[config.mk]
export PLATFORM = sky130hd
export DESIGN_NAME = slcan_ascii_can_bridge
export DESIGN_NICKNAME = d
export VERILOG_FILES = /design/src/sv/slcan_pkg.sv /design/src/sv/slcan_line_mem.sv /design/src/sv/slcan_ascii_can_bridge.sv
export SDC_FILE = /design/constraint.sdc
export NUM_CORES = 1
export LEC_CHECK = 0
export BUFFER_PORTS_ARGS = -buffer_cell sky130_fd_sc_hd__buf_4
export CAP_MARGIN = 10
export CORE_ASPECT_RATIO = 1.25
export CORE_MARGIN = 2
export CORE_UTILIZATION = 50
export DETAILED_ROUTE_END_ITERATION = 6
export MAX_ROUTING_LAYER = met4
export PLACE_DENSITY = 0.73
export SYNTH_ARGS = -nofsm -noshare
export SYNTH_HDL_FRONTEND = slang
export SYNTH_HIERARCHICAL = 1
export SYNTH_SLANG_ARGS = --single-unit
export TNS_END_PERCENT = 30
[constraint.sdc]
create_clock -name aclk -period 15.4 [get_ports aclk]
set_input_delay 0 -clock aclk [delete_from_list [all_inputs] [get_ports aclk]]
set_output_delay 0 -clock aclk [all_outputs]
set_load 0.005 [all_outputs]
[src/sv/slcan_pkg.sv]
// ----------------------------------------------------------------------------
// slcan_pkg
// types and constants shared by the ascii can bridge
// ----------------------------------------------------------------------------
package slcan_pkg;

    typedef struct packed {
        logic        opcode;
        logic [7:0]  host_byte;
        logic [28:0] rx_id;
        logic        rx_extended;
        logic [3:0]  rx_dlc;
        logic [63:0] rx_data;
    } slcan_in_t;

    typedef struct packed {
        logic [2:0]  kind;
        logic [7:0]  out_byte;
        logic [31:0] tx_id;
        logic        tx_extended;
        logic [3:0]  tx_dlc;
        logic [63:0] tx_data;
        logic [19:0] bitrate;
        logic        last;
    } slcan_out_t;

    localparam logic [2:0] KIND_BYTE = 3'd0;
    localparam logic [2:0] KIND_TX   = 3'd1;
    localparam logic [2:0] KIND_OPEN = 3'd2;
    localparam logic [2:0] KIND_CLOSE = 3'd3;
    localparam logic [2:0] KIND_RATE = 3'd4;

    localparam logic [7:0] CH_BELL = 8'h07;
    localparam logic [7:0] CH_CR   = 8'h0D;

    typedef enum logic [3:0] {
        ST_IDLE,
        ST_CMD,
        ST_ARG,
        ST_HEX_RD,
        ST_HEX_ACC,
        ST_TX_OUT,
        ST_ENC,
        ST_EMIT
    } slcan_state_t;

    function automatic logic [3:0] nibble_of(input logic [7:0] c);
        logic [3:0] v;
        v = 4'd0;
        if (c >= 8'h30 && c <= 8'h39) v = 4'(c - 8'h30);
        else if (c >= 8'h41 && c <= 8'h46) v = 4'(c - 8'h37);
        else if (c >= 8'h61 && c <= 8'h66) v = 4'(c - 8'h57);
        return v;
    endfunction

    function automatic logic [7:0] hex_char(input logic [3:0] n);
        return (n < 4'd10) ? (8'h30 + {4'd0, n}) : (8'h37 + {4'd0, n});
    endfunction

    function automatic logic [19:0] rate_of(input logic [3:0] s);
        logic [19:0] r;
        case (s)
            4'd0: r = 20'd10000;
            4'd1: r = 20'd20000;
            4'd2: r = 20'd50000;
            4'd3: r = 20'd100000;
            4'd4: r = 20'd125000;
            4'd5: r = 20'd250000;
            4'd6: r = 20'd500000;
            4'd7: r = 20'd800000;
            default: r = 20'd1000000;
        endcase
        return r;
    endfunction

endpackage

[src/sv/slcan_line_mem.sv]
// ----------------------------------------------------------------------------
// slcan_line_mem
// line buffer, one write port and one registered read port
// ----------------------------------------------------------------------------
module slcan_line_mem #(
    parameter int LINE_DEPTH = 32,
    parameter int AW = $clog2(LINE_DEPTH)
) (
    input  logic          aclk,
    input  logic          wr_en,
    input  logic [AW-1:0] wr_addr,
    input  logic [7:0]    wr_data,
    input  logic [AW-1:0] rd_addr,
    output logic [7:0]    rd_data
);
    logic [7:0] mem [LINE_DEPTH];
    logic [7:0] rd_data_reg;

    always_ff @(posedge aclk) begin
        if (wr_en) begin
            mem[wr_addr] <= wr_data;
        end
        rd_data_reg <= mem[rd_addr];
    end

    assign rd_data = rd_data_reg;
endmodule

[src/sv/slcan_ascii_can_bridge.sv]
// ----------------------------------------------------------------------------
// slcan_ascii_can_bridge
// ascii serial-line can command decoder and frame encoder
// ----------------------------------------------------------------------------
// s_ channel takes one item per host byte or received can frame. m_ channel
// gives the result items of that item in order, the final one with last set.
// a host byte that is not carriage return is taken and gives no result;
// s_ready is high again on the next cycle.
// on carriage return the command character and its argument are read back
// through the single read port of the line buffer before the first result
// of a command line is given. a transmit line reads each further character
// through a read state and then an accumulate state.
// while the bridge is open, a received frame gives one ascii character per
// cycle while m_ready is high, up to 27 characters; the first one is set up
// in the encode state and then registered in the output register.
// s_ready is low while an item is at work and while a result waits on a low
// m_ready. reset clears line length, open flag and timestamp mode; buffer
// contents are not cleared. when m_ready is low the output register holds and
// the sequencer waits; nothing is lost.
// ----------------------------------------------------------------------------
module slcan_ascii_can_bridge
    import slcan_pkg::*;
#(
    parameter int LINE_DEPTH = 32
) (
    input  logic       aclk,
    input  logic       aresetn,
    input  logic       s_valid,
    output logic       s_ready,
    input  slcan_in_t  s_data,
    output logic       m_valid,
    input  logic       m_ready,
    output slcan_out_t m_data
);
    localparam int AW = $clog2(LINE_DEPTH);
    localparam int LW = $clog2(LINE_DEPTH + 1);

    slcan_state_t state_reg, state_next;
    logic [LW-1:0] len_reg, len_next;
    logic          open_reg, open_next;
    logic          ts_reg, ts_next;
    slcan_in_t     in_reg, in_next;
    logic [7:0]    cmd_reg, cmd_next;
    logic [5:0]    pos_reg, pos_next;
    logic [5:0]    cnt_reg, cnt_next;
    logic [31:0]   acc_reg, acc_next;
    logic [31:0]   id_reg, id_next;
    logic [3:0]    dlc_reg, dlc_next;
    logic [63:0]   data_reg, data_next;
    logic [1:0]    phase_reg, phase_next;
    logic [4:0]    tail_reg, tail_next;
    logic [1:0]    npend_reg, npend_next;
    slcan_out_t    q0_reg, q0_next, q1_reg, q1_next;
    logic          ov_reg, ov_next;
    slcan_out_t    o_reg, o_next;

    logic          wr_en;
    logic [AW-1:0] rd_addr;
    logic [7:0]    rd_data;
    logic          out_free;
    logic [3:0]    enc_nib;
    logic [3:0]    rdlc;
    logic          ext;

    slcan_line_mem #(.LINE_DEPTH(LINE_DEPTH)) u_mem (
        .aclk   (aclk),
        .wr_en  (wr_en),
        .wr_addr(len_reg[AW-1:0]),
        .wr_data(s_data.host_byte),
        .rd_addr(rd_addr),
        .rd_data(rd_data)
    );

    assign out_free = !ov_reg || m_ready;
    assign s_ready  = (state_reg == ST_IDLE) && out_free;
    assign m_valid  = ov_reg;
    assign m_data   = o_reg;
    assign wr_en    = s_valid && s_ready && !s_data.opcode &&
                      s_data.host_byte != CH_CR && len_reg < LW'(LINE_DEPTH);
    assign rd_addr  = AW'(pos_reg);
    assign ext      = cmd_reg == 8'h54;
    assign rdlc     = (in_reg.rx_dlc > 4'd8) ? 4'd8 : in_reg.rx_dlc;

    function automatic slcan_out_t mk(input logic [2:0] k, input logic [7:0] b);
        slcan_out_t r;
        r = '0;
        r.kind = k;
        r.out_byte = b;
        return r;
    endfunction

    // encoder nibble select
    always_comb begin
        enc_nib = 4'(in_reg.rx_id >> (6'd32 - {cnt_reg[3:0], 2'b00}));
    end

    // next state
    always_comb begin
        state_next = state_reg;
        case (state_reg)
            ST_IDLE: begin
                if (s_valid && s_ready) begin
                    if (s_data.opcode) state_next = open_reg ? ST_ENC : ST_IDLE;
                    else if (s_data.host_byte == CH_CR && len_reg != '0)
                        state_next = ST_CMD;
                end
            end
            ST_CMD:     state_next = ST_ARG;
            ST_ARG:     state_next = (phase_reg == 2'd0) ? ST_ARG : ST_EMIT;
            ST_HEX_RD:  state_next = ST_HEX_ACC;
            ST_HEX_ACC: state_next = ST_HEX_RD;
            ST_TX_OUT:  state_next = ST_EMIT;
            ST_ENC:     state_next = ST_ENC;
            ST_EMIT:    state_next = ST_EMIT;
            default:    state_next = ST_IDLE;
        endcase
    end

    // datapath and outputs
    always_comb begin
        len_next   = len_reg;
        open_next  = open_reg;
        ts_next    = ts_reg;
        in_next    = in_reg;
        cmd_next   = cmd_reg;
        pos_next   = pos_reg;
        cnt_next   = cnt_reg;
        acc_next   = acc_reg;
        id_next    = id_reg;
        dlc_next   = dlc_reg;
        data_next  = data_reg;
        phase_next = phase_reg;
        tail_next  = tail_reg;
        npend_next = npend_reg;
        q0_next    = q0_reg;
        q1_next    = q1_reg;
        ov_next    = ov_reg && !m_ready;
        o_next     = o_reg;
        case (state_reg)
            ST_IDLE: begin
                if (s_valid && s_ready) begin
                    in_next = s_data;
                    cnt_next = '0;
                    pos_next = '0;
                    phase_next = 2'd0;
                    if (s_data.opcode) begin
                        if (open_reg) begin
                            data_next = '0;
                            for (int k = 0; k < 8; k++) begin
                                data_next[8*k +: 8] = {s_data.rx_data[8*k +: 4],
                                                      s_data.rx_data[8*k+4 +: 4]};
                            end
                            data_next = {data_next[63:0]};
                        end
                    end else if (s_data.host_byte == CH_CR) begin
                        if (len_reg == '0) len_next = '0;
                    end else if (wr_en) begin
                        len_next = len_reg + 1'b1;
                    end
                end
            end
            ST_CMD: begin
                // rd_data is line[0]; request line[1]
                pos_next = 6'd1;
                phase_next = 2'd0;
            end
            ST_ARG: begin
                if (phase_reg == 2'd0) begin
                    if (cnt_reg == '0) begin
                        cmd_next = rd_data;
                        cnt_next = 6'd1;
                    end else begin
                        phase_next = 2'd1;
                        npend_next = 2'd1;
                        q1_next = '0;
                        q0_next = mk(KIND_BYTE, CH_CR);
                        case (cmd_reg)
                            8'h4F: if (!open_reg) begin
                                q0_next = mk(KIND_OPEN, 8'd0);
                                q1_next = mk(KIND_BYTE, CH_CR);
                                npend_next = 2'd2;
                                open_next = 1'b1;
                            end
                            8'h43: if (open_reg) begin
                                q0_next = mk(KIND_CLOSE, 8'd0);
                                q1_next = mk(KIND_BYTE, CH_CR);
                                npend_next = 2'd2;
                                open_next = 1'b0;
                            end
                            8'h53: if (len_reg >= LW'(2) && rd_data >= 8'h30 &&
                                       rd_data <= 8'h38) begin
                                q0_next = mk(KIND_RATE, 8'd0);
                                q0_next.bitrate = rate_of(4'(rd_data - 8'h30));
                                q1_next = mk(KIND_BYTE, CH_CR);
                                npend_next = 2'd2;
                            end
                            8'h5A: if (len_reg >= LW'(2)) ts_next = rd_data != 8'h30;
                            8'h74, 8'h54: begin
                                q0_next = mk(KIND_BYTE, CH_BELL);
                                if (open_reg && len_reg >= LW'(cmd_reg == 8'h54 ? 10 : 5))
                                begin
                                    phase_next = 2'd0;
                                    acc_next = '0;
                                    cnt_next = '0;
                                    pos_next = 6'd1;
                                end
                            end
                            default: q0_next = mk(KIND_BYTE, CH_BELL);
                        endcase
                    end
                end
                if (phase_reg == 2'd0 && cnt_reg != '0 &&
                    (cmd_reg == 8'h74 || cmd_reg == 8'h54) && open_reg &&
                    len_reg >= LW'(cmd_reg == 8'h54 ? 10 : 5)) begin
                    phase_next = 2'd0;
                end
            end
            ST_HEX_RD: ;
            ST_HEX_ACC: begin
                acc_next = {acc_reg[27:0], nibble_of(rd_data)};
                pos_next = pos_reg + 1'b1;
                cnt_next = cnt_reg + 1'b1;
                if (phase_reg == 2'd0 && cnt_reg == (ext ? 6'd7 : 6'd2)) begin
                    id_next = {acc_reg[27:0], nibble_of(rd_data)};
                    phase_next = 2'd1;
                    cnt_next = '0;
                end else if (phase_reg == 2'd1) begin
                    dlc_next = nibble_of(rd_data);
                    phase_next = 2'd2;
                    cnt_next = '0;
                    data_next = '0;
                end else if (phase_reg == 2'd2) begin
                    if (cnt_reg[0]) begin
                        data_next[8*cnt_reg[3:1] +: 8] = {acc_reg[3:0], nibble_of(rd_data)};
                    end
                end
            end
            ST_TX_OUT: begin
                q0_next = mk(KIND_TX, 8'd0);
                q0_next.tx_id = id_reg;
                q0_next.tx_extended = ext;
                q0_next.tx_dlc = dlc_reg;
                q0_next.tx_data = data_reg;
                q1_next = mk(KIND_BYTE, ext ? 8'h5A : 8'h7A);
                npend_next = 2'd3;
            end
            ST_ENC: begin
                if (out_free) begin
                    ov_next = 1'b1;
                    o_next = mk(KIND_BYTE, 8'd0);
                    cnt_next = cnt_reg + 1'b1;
                    if (cnt_reg == '0) begin
                        o_next.out_byte = in_reg.rx_extended ? 8'h54 : 8'h74;
                        cnt_next = in_reg.rx_extended ? 6'd1 : 6'd6;
                        tail_next = 5'd0;
                    end else if (cnt_reg < 6'd9) begin
                        o_next.out_byte = hex_char(enc_nib);
                        if (cnt_reg == 6'd8) cnt_next = 6'd40;
                    end else if (cnt_reg == 6'd40) begin
                        o_next.out_byte = 8'h30 + {4'd0, rdlc};
                        cnt_next = 6'd41;
                    end else if (tail_reg < {rdlc, 1'b0}) begin
                        o_next.out_byte = hex_char(data_reg[4*tail_reg +: 4]);
                        tail_next = tail_reg + 1'b1;
                    end else begin
                        o_next.out_byte = CH_CR;
                        o_next.last = 1'b1;
                    end
                end
            end
            ST_EMIT: begin
                if (out_free) begin
                    ov_next = 1'b1;
                    o_next = q0_reg;
                    o_next.last = (npend_reg == 2'd1);
                    q0_next = q1_reg;
                    q1_next = mk(KIND_BYTE, CH_CR);
                    npend_next = npend_reg - 1'b1;
                end
            end
            default: ;
        endcase
    end

    // control sequencing beyond the simple next-state table
    slcan_state_t state_fix;
    always_comb begin
        state_fix = state_next;
        case (state_reg)
            ST_ARG: begin
                if (phase_reg == 2'd0 && cnt_reg != '0) begin
                    state_fix = ST_EMIT;
                    if ((cmd_reg == 8'h74 || cmd_reg == 8'h54) && open_reg &&
                        len_reg >= LW'(cmd_reg == 8'h54 ? 10 : 5))
                        state_fix = ST_HEX_RD;
                end else if (phase_reg == 2'd0) begin
                    state_fix = ST_ARG;
                end
            end
            ST_HEX_ACC: begin
                state_fix = ST_HEX_RD;
                if (phase_reg == 2'd1) begin
                    if (nibble_of(rd_data) > 4'd8 ||
                        len_reg < LW'({nibble_of(rd_data), 1'b0}) +
                                  LW'(ext ? 10 : 5)) begin
                        state_fix = ST_EMIT;
                    end else if (nibble_of(rd_data) == 4'd0) begin
                        state_fix = ST_TX_OUT;
                    end
                end else if (phase_reg == 2'd2 &&
                             cnt_reg == {1'b0, dlc_reg, 1'b0} - 6'd1) begin
                    state_fix = ST_TX_OUT;
                end
            end
            ST_ENC: begin
                if (out_free && cnt_reg != '0 && cnt_reg > 6'd40 &&
                    !(tail_reg < {rdlc, 1'b0}))
                    state_fix = ST_IDLE;
            end
            ST_EMIT: begin
                if (out_free && npend_reg == 2'd1) state_fix = ST_IDLE;
            end
            default: ;
        endcase
    end

    always_ff @(posedge aclk) begin
        if (!aresetn) begin
            state_reg <= ST_IDLE;
            len_reg   <= '0;
            open_reg  <= 1'b0;
            ts_reg    <= 1'b0;
            ov_reg    <= 1'b0;
            npend_reg <= '0;
        end else begin
            state_reg <= state_fix;
            len_reg   <= (state_fix == ST_IDLE && state_reg != ST_IDLE &&
                          !(state_reg == ST_ENC)) ? '0 : len_next;
            open_reg  <= open_next;
            ts_reg    <= ts_next;
            ov_reg    <= ov_next;
            npend_reg <= npend_next;
        end
        in_reg    <= in_next;
        cmd_reg   <= cmd_next;
        pos_reg   <= pos_next;
        cnt_reg   <= cnt_next;
        acc_reg   <= acc_next;
        id_reg    <= id_next;
        dlc_reg   <= dlc_next;
        data_reg  <= data_next;
        phase_reg <= phase_next;
        tail_reg  <= tail_next;
        q0_reg    <= q0_next;
        q1_reg    <= q1_next;
        o_reg     <= o_next;
    end

    // timestamp mode is held for status only
    logic ts_unused;
    assign ts_unused = ts_reg;
endmodule

==> results.yml, run 1 <==
logic_synthesis:
  yosysWarnings: 6
  syn_avg_cell_area_sq_um: 16.5
  synthAdderAreaFrac_pct: 1.64
  ys_types: 87
  async_flop_share_pct: 0
  synth_area_sq_mm: 0.0301
  synthXorXnorAreaFrac_pct: 0.776
  synth_compound_area_share_pct: 5.23
  ys.flop_type: "edfxtp_1"
  synth_top_family_by_area: "simple AND/OR/NAND/NOR gates"
  synth_edf_count: 703
  ys_seq_area_share_pct: 71.5
  ys_ff_latch: 725
  syn_inst: 1822
  yosys.area_share.simple_pct: 10.3
  synthMuxAreaShare_pct: 8.45
timing:
  period_share_pct: 29.7
  relSlewSlack_pct: 12.4
  finalSetupTns_ps: 0
  worst_slew_pin_slew_ps: 1300
  setup_viol: 0
  skew_ps: 30.4
  rsz0062_at_grt: "false"
  final-hold-violation-count: 0
  slew_viol_final: 0
  fin_crit_ps: 4570
  max_freq_mhz: 219
clocking:
  htreeDepth: 3
  cts_tree: "yes"
  cts_root_buffer: "clkbuf_16"
  clk_latency_ps: 620
  clkTransAtPathRegs_ps: 60
  cts_buffers: 72
  cts_sinks: 725
  clk_path_buf_depth: 3
die:
  initial_utilization_pct: 50.6
  io_pins: 246
  coreArea_sq_mm: 0.0596
  die-area_sq_mm: 0.0623
  fp-row-count: 100
  fp.dieW_microns: 224
  die_y_microns: 278
route:
  routed_wl_mm: 69.2
  detail-route-antenna-nets: 0
  drt-wirelength-per-cell_microns: 23.2
  drcViolationCount: 0
  detail_route.iter0.violations: 1689
  drtPass1Iterations: 6
  viasPerCell: 5.82
  vias: 17300
placed_design:
  placed_cells: 2736
  placedInstanceArea_sq_mm: 0.0325
  finalWeightedCongestion: 0.923
  io_buffer_count: 241
  dp_hpwl_mm: 45.7
pwr:
  vdd_drop_max_v: 0.000110
  power_density_mw_per_mm2: 109
  total_power_uw: 3920
  p_leak_uw: 0.0128
finish:
  final_cells: 2975
  post-route-cell-area_sq_mm: 0.0358
  register_area_sq_mm: 0.0216
  num-fill-cells: 4276
  largest_register_ffs: 256
  fin_nets: 2304
  drive_gt1_share_pct: 22.2
  multiInputGateArea_sq_mm: 0.00800
  final_util_pct: 60.2
  syn_to_final_growth_pct: 18.9
worst_setup_path:
  cp_slowest_cell: "dfxtp_1"
  cpLargestDelayFamily: "compound AO/OA/AOI/OAI gates"
  r2r_setup_slack_ps: 10830
  arrival_ps: 5050
  timing.rr.start: "u_mem/rd_data[0]"
  path_depth: 17
  cp-end-kind: "flop"
  timing.rr.end: "len_reg[1]"
  path_class: "reg2reg"
  critical_path.most_common_cell: "a21oi_1"
  critPathLaunch: "u_mem/rd_data[0]"
  cp-start-kind: "flop"
  timing.critical_path.to: "len_reg[1]"
  cp_slowest_stage_delay_ps: 540
  path_cells: "inv_1 > ha_1 > o21bai_1 > a21oi_1 > a21oi_1 > inv_2 > ha_1 > fa_1 > xnor2_1 > ha_1 > o21a_1 > o31ai_1 > a21oi_1 > nand4_1 > a311o_1 > a31oi_4 > a21oi_1"
  worst-path-max-fanout: 12
  worstPathRequired_ps: 15880
  r2r_cells: 17
  cp.buffers_inverters: 2
run:
  drv_cap: 0
hold_path:
  hold_class: "in2reg"
global_routing:
  grt_pass1_vias: 17400
  grt_usage_pct: 23.0
  grt_remaining_overflow: 0
  antenna_found_initial: 2
  grt_pass1_wl_mm: 105
  grt_max_degree: 133
outcome:
  status: "finished clean"
==> area by class of cell <==
cell class | instances | share of cell area (%)
timing repair buffer | 368 | 8.47
multi-input combinational | 961 | 22.3
inverter | 27 | 0.283
clock inverter | 40 | 0.929
tap | 765 | 2.67
clock buffer | 87 | 5.18
antenna | 2 | 0.0140
sequential | 725 | 60.1
==> cell usage in the layout (no fill, tap or decap), types with 20 or more instances in the layout <==
| master | netlist | layout |
|---|---|---|
| inv_1 | 25 | 24 |
| nand3_1 | 25 | 25 |
| nor3_1 | 27 | 26 |
| edfxtp_1 | 703 | 703 |
| a22o_1 | 67 | 67 |
| ha_1 | 37 | 37 |
| o21ai_0 | 20 | 20 |
| nand2_1 | 45 | 44 |
| and3_1 | 134 | 133 |
| dlygate4sd3_1 | 0 | 110 |
| and2_1 | 133 | 132 |
| clkbuf_16 | 0 | 72 |
| buf_4 | 13 | 257 |
| nor2_1 | 115 | 113 |
| mux4_2 | 90 | 90 |
| dfxtp_1 | 22 | 22 |
| a21oi_1 | 51 | 51 |
==> how the worst min path moves through the flow <==
stage,startpoint,end,slack (ps),cells after the start
final,s_valid,len_reg[0],100,6
after global placement,s_data[89],in_reg[89],180,1
after detailed placement,s_data[85],in_reg[85],180,1
after CTS,s_valid,len_reg[0],70,6
after global routing,s_data[65],in_reg[65],100,2
after floorplan,s_data[64],in_reg[64],100,0
==> kinds of logic after synthesis <==
family                   Yosys count
multiplexers                     123
flip-flops                       725
AO/OA/AOI/OAI                    210
adder cells (fa/ha/maj)           39
AND/OR/NAND/NOR                  559
buffers and inverters            140
XOR/XNOR                          25
other                              1
==> metrics by stage <==
stage / setup slack [ps] / hold slack [ps]
detailed placement: 10880 / 180
floorplan: 4230 / 98.9
global route: 10430 / 102
CTS: 10880 / 65.6
global placement: 11050 / 179
finish: 10830 / 104
==> report_power, final <==
part / switching, uW / internal, uW / total, uW
registers: 7.79 / 2150 / 2160
clock network: 730 / 905 / 1630
logic: 59.5 / 65.9 / 125
total: 797 / 3130 / 3920
==> worst reg2reg max path, stage by stage, from the launching register on <==
cell      delay (ps)
dfxtp_1          540
inv_1            180
ha_1             280
o21bai_1         160
a21oi_1          180
a21oi_1          480
inv_2            270
ha_1             280
fa_1             410
xnor2_1          150
ha_1             270
o21a_1           110
o31ai_1           70
a21oi_1          180
nand4_1          130
a311o_1          390
a31oi_4          260
a21oi_1          120
==> synth_stat cells, types with 3 or more instances <==
library cell / n / area (sq um)
a221o_1: 4 / 40.0
edfxtp_1: 703 / 21100
nor2b_1: 11 / 68.8
mux2i_1: 13 / 130
nor3_1: 27 / 135
clkbuf_1: 73 / 274
mux4_1: 11 / 289
inv_1: 25 / 93.8
a21oi_1: 51 / 255
nand3b_1: 10 / 75.1
o22ai_1: 3 / 18.8
buf_1: 10 / 37.5
a211oi_1: 7 / 52.6
a21o_1: 3 / 22.5
o21ai_0: 20 / 100
xor2_1: 16 / 140
o211ai_1: 8 / 60.1
a211o_1: 3 / 26.3
and3_1: 134 / 838
mux4_2: 90 / 2030
nand2_1: 45 / 169
nand2b_1: 11 / 68.8
dfxtp_1: 22 / 440
mux2_2: 9 / 101
nand4_1: 6 / 37.5
and2_1: 133 / 832
or3b_2: 3 / 26.3
nand3_1: 25 / 125
nor4b_1: 5 / 43.8
ha_1: 37 / 463
nor2_1: 115 / 432
a22o_1: 67 / 587
a31oi_1: 5 / 31.3
buf_2: 14 / 70.1
or2_2: 3 / 18.8
buf_4: 13 / 97.6
xnor2_1: 7 / 61.3
o32ai_1: 3 / 26.3
nor4_1: 5 / 31.3
or3_1: 6 / 37.5
==> layer usage <==
metal / GRT usage [%] / wire length (microns)
met1: 27.5 / 26100
met2: 39.1 / 35900
met3: 3.18 / 4360
met4: 9.91 / 2790
met5: - / 0
==> what timing repair did <==
action,in CTS,in global routing
endpoints found under the hold margin,367,0
hold buffers,110,0
resized for setup,0,0
buffers inserted,0,0
Power figures use the tool's default switching activity.
==> run 2, diff against run 1 <==
PLACE_DENSITY = 0.76   (was 0.73)
clock period = 3.8 ns   (was 15.4 ns; I/O delays follow)
==> results.yml, run 2 (synthesis results as in run 1) <==
route:
  detail-route-antenna-nets: 0
  drcViolationCount: 0
  drt-wirelength-per-cell_microns: 23.2
  detail_route.iter0.violations: 1676
  routed_wl_mm: 70.0
  vias: 17600
  viasPerCell: 5.83
  drtPass1Iterations: 5
global_routing:
  grt_pass1_wl_mm: 106
  grt_pass1_vias: 17900
  grt_remaining_overflow: 0
  antenna_found_initial: 2
  grt_usage_pct: 23.2
  grt_max_degree: 117
placed_design:
  placed_cells: 2782
  finalWeightedCongestion: 0.931
  placedInstanceArea_sq_mm: 0.0330
  io_buffer_count: 241
  dp_hpwl_mm: 46.3
timing:
  final-hold-violation-count: 0
  worst_slew_pin_slew_ps: 1050
  skew_ps: 27.4
  slew_viol_final: 0
  fin_crit_ps: 3600
  fin_hold_ws_ps: 68.0
  max_freq_mhz: 278
  period_share_pct: 94.7
  setup_viol: 0
  relSlewSlack_pct: 30.1
  rsz0062_at_grt: "false"
worst_setup_path:
  cp_slowest_stage_delay_ps: 430
  cp_slowest_cell: "a311o_1"
  path_class: "reg2reg"
  critical_path.most_common_cell: "a21oi_2"
  path_cells: "inv_1 > ha_2 > o21bai_1 > a21oi_2 > a21oi_2 > inv_2 > ha_1 > fa_1 > xnor2_1 > ha_1 > o21a_1 > o31ai_1 > a21oi_2 > nand4_1 > a311o_1 > a31oi_4 > a21oi_1"
  cp-start-kind: "flop"
  worstPathRequired_ps: 4280
  arrival_ps: 4080
  cp-end-kind: "flop"
  worst-path-max-fanout: 6
  cp.buffers_inverters: 2
  cpLargestDelayFamily: "compound AO/OA/AOI/OAI gates"
pwr:
  power_density_mw_per_mm2: 444
  p_switching_uw: 3210
  vdd_drop_max_v: 0.000437
  clkPwrFrac_pct: 42.6
  p_int_uw: 13000
  p_sw_share_pct: 19.8
  p_leak_uw: 0.0130
  combPwrFrac_pct: 3.3
  pwr-share-seq_pct: 54.1
finish:
  final_cell_mix: "edfxtp_1, buf_4, and3_1"
  largest_register_ffs: 256
  post-route-cell-area_sq_mm: 0.0364
  final_cells: 3018
  fin_nets: 2348
  syn_to_final_growth_pct: 20.9
  drive_gt1_share_pct: 24.2
  layout_commonest_cell: "edfxtp_1"
clocking:
  htreeDepth: 3
  cts_sinks: 725
  clk_path_buf_depth: 3
  clk_latency_ps: 620
  cts_root_buffer: "clkbuf_16"
  cts_buffers: 68
  cts_tree: "yes"
  clkTransAtPathRegs_ps: 60
die:
  fp.dieW_microns: 224
  io_pins: 246
  fp-row-count: 100
  coreArea_sq_mm: 0.0596
  die-area_sq_mm: 0.0623
  initial_utilization_pct: 50.6
  die_y_microns: 278
hold_path:
  hold_class: "in2reg"
run:
  drv_cap: 0
outcome:
  status: "finished clean"
run 2: cell count changes in the layout (fill, tap and decap cells not counted), sizes merged:
cell      before  now
buf          258  306
clkinv        32   22
bufinv         2    8
clkbuf        87   86
clkinvlp       3    4
inv           30   29
run 2: worst register-to-register path: cells and delay by family, from the launching register on:
kind | cells | cell delay [ps]
simple gates | 1 | 130
flops | 1 | 340
buf+inv | 2 | 130
compound gates | 9 | 1610
fa+ha+maj | 4 | 1120
xor+xnor | 1 | 160
run 2: power groups by stage:
stage / clock [uW] / sequential [uW] / combinational (uW)
detailed placement: 0 / 8920 / 430
CTS: 6980 / 8750 / 528
global placement: 0 / 8920 / 419
finish: 6890 / 8750 / 536
floorplan: 0 / 8910 / 216
global route: 7310 / 8750 / 573
run 2: path summary, 6_finish.rpt:
kind | slack [ps] | start | cells after the start | to
min reg2reg | 420 | acc_reg[24] | 0 | id_reg[28]
min | 70 | s_valid | 6 | len_reg[1]
max | 200 | u_mem/rd_data[1] | 17 | len_reg[4]
max reg2reg | 200 | u_mem/rd_data[1] | 17 | len_reg[4]
run 2: per-layer routing:
metal / global-route usage [%] / share of wire, %
met1: 26.7 / 37
met2: 40.1 / 53
met3: 3.57 / 6.5
met4: 10.3 / 4.4
met5: - / 0
run 2: final cells by class:
cell class,instances,area [sq um]
clock inverter,36,470
tap,765,957
inverter,27,104
timing repair buffer,416,3470
antenna,2,5.00
clock buffer,86,1800
multi-input combinational,961,8080
sequential,725,21600
fill,4147,23100
run 2: per-stage QoR:
stage	TNS (ps)	setup WS [ps]	power, uW	util (%)
after floorplan	-110150	-879	9130	-
after global placement	0	38.4	9340	55.4
after detailed placement	-180	-37.7	9350	55.4
after CTS	0	33.8	16300	61.1
after global routing	0	1.79	16600	61.2
final	0	202	16200	61.2
run 2: repair_timing:
item / in CTS / in global routing
setup endpoints to repair: 6 / 7
pin swaps: 0 / 7
endpoints found under the hold margin: 367 / 0
buffers inserted: 0 / 2
hold buffers: 110 / 0
gates cloned: 0 / 0
resized for setup: 1 / 11
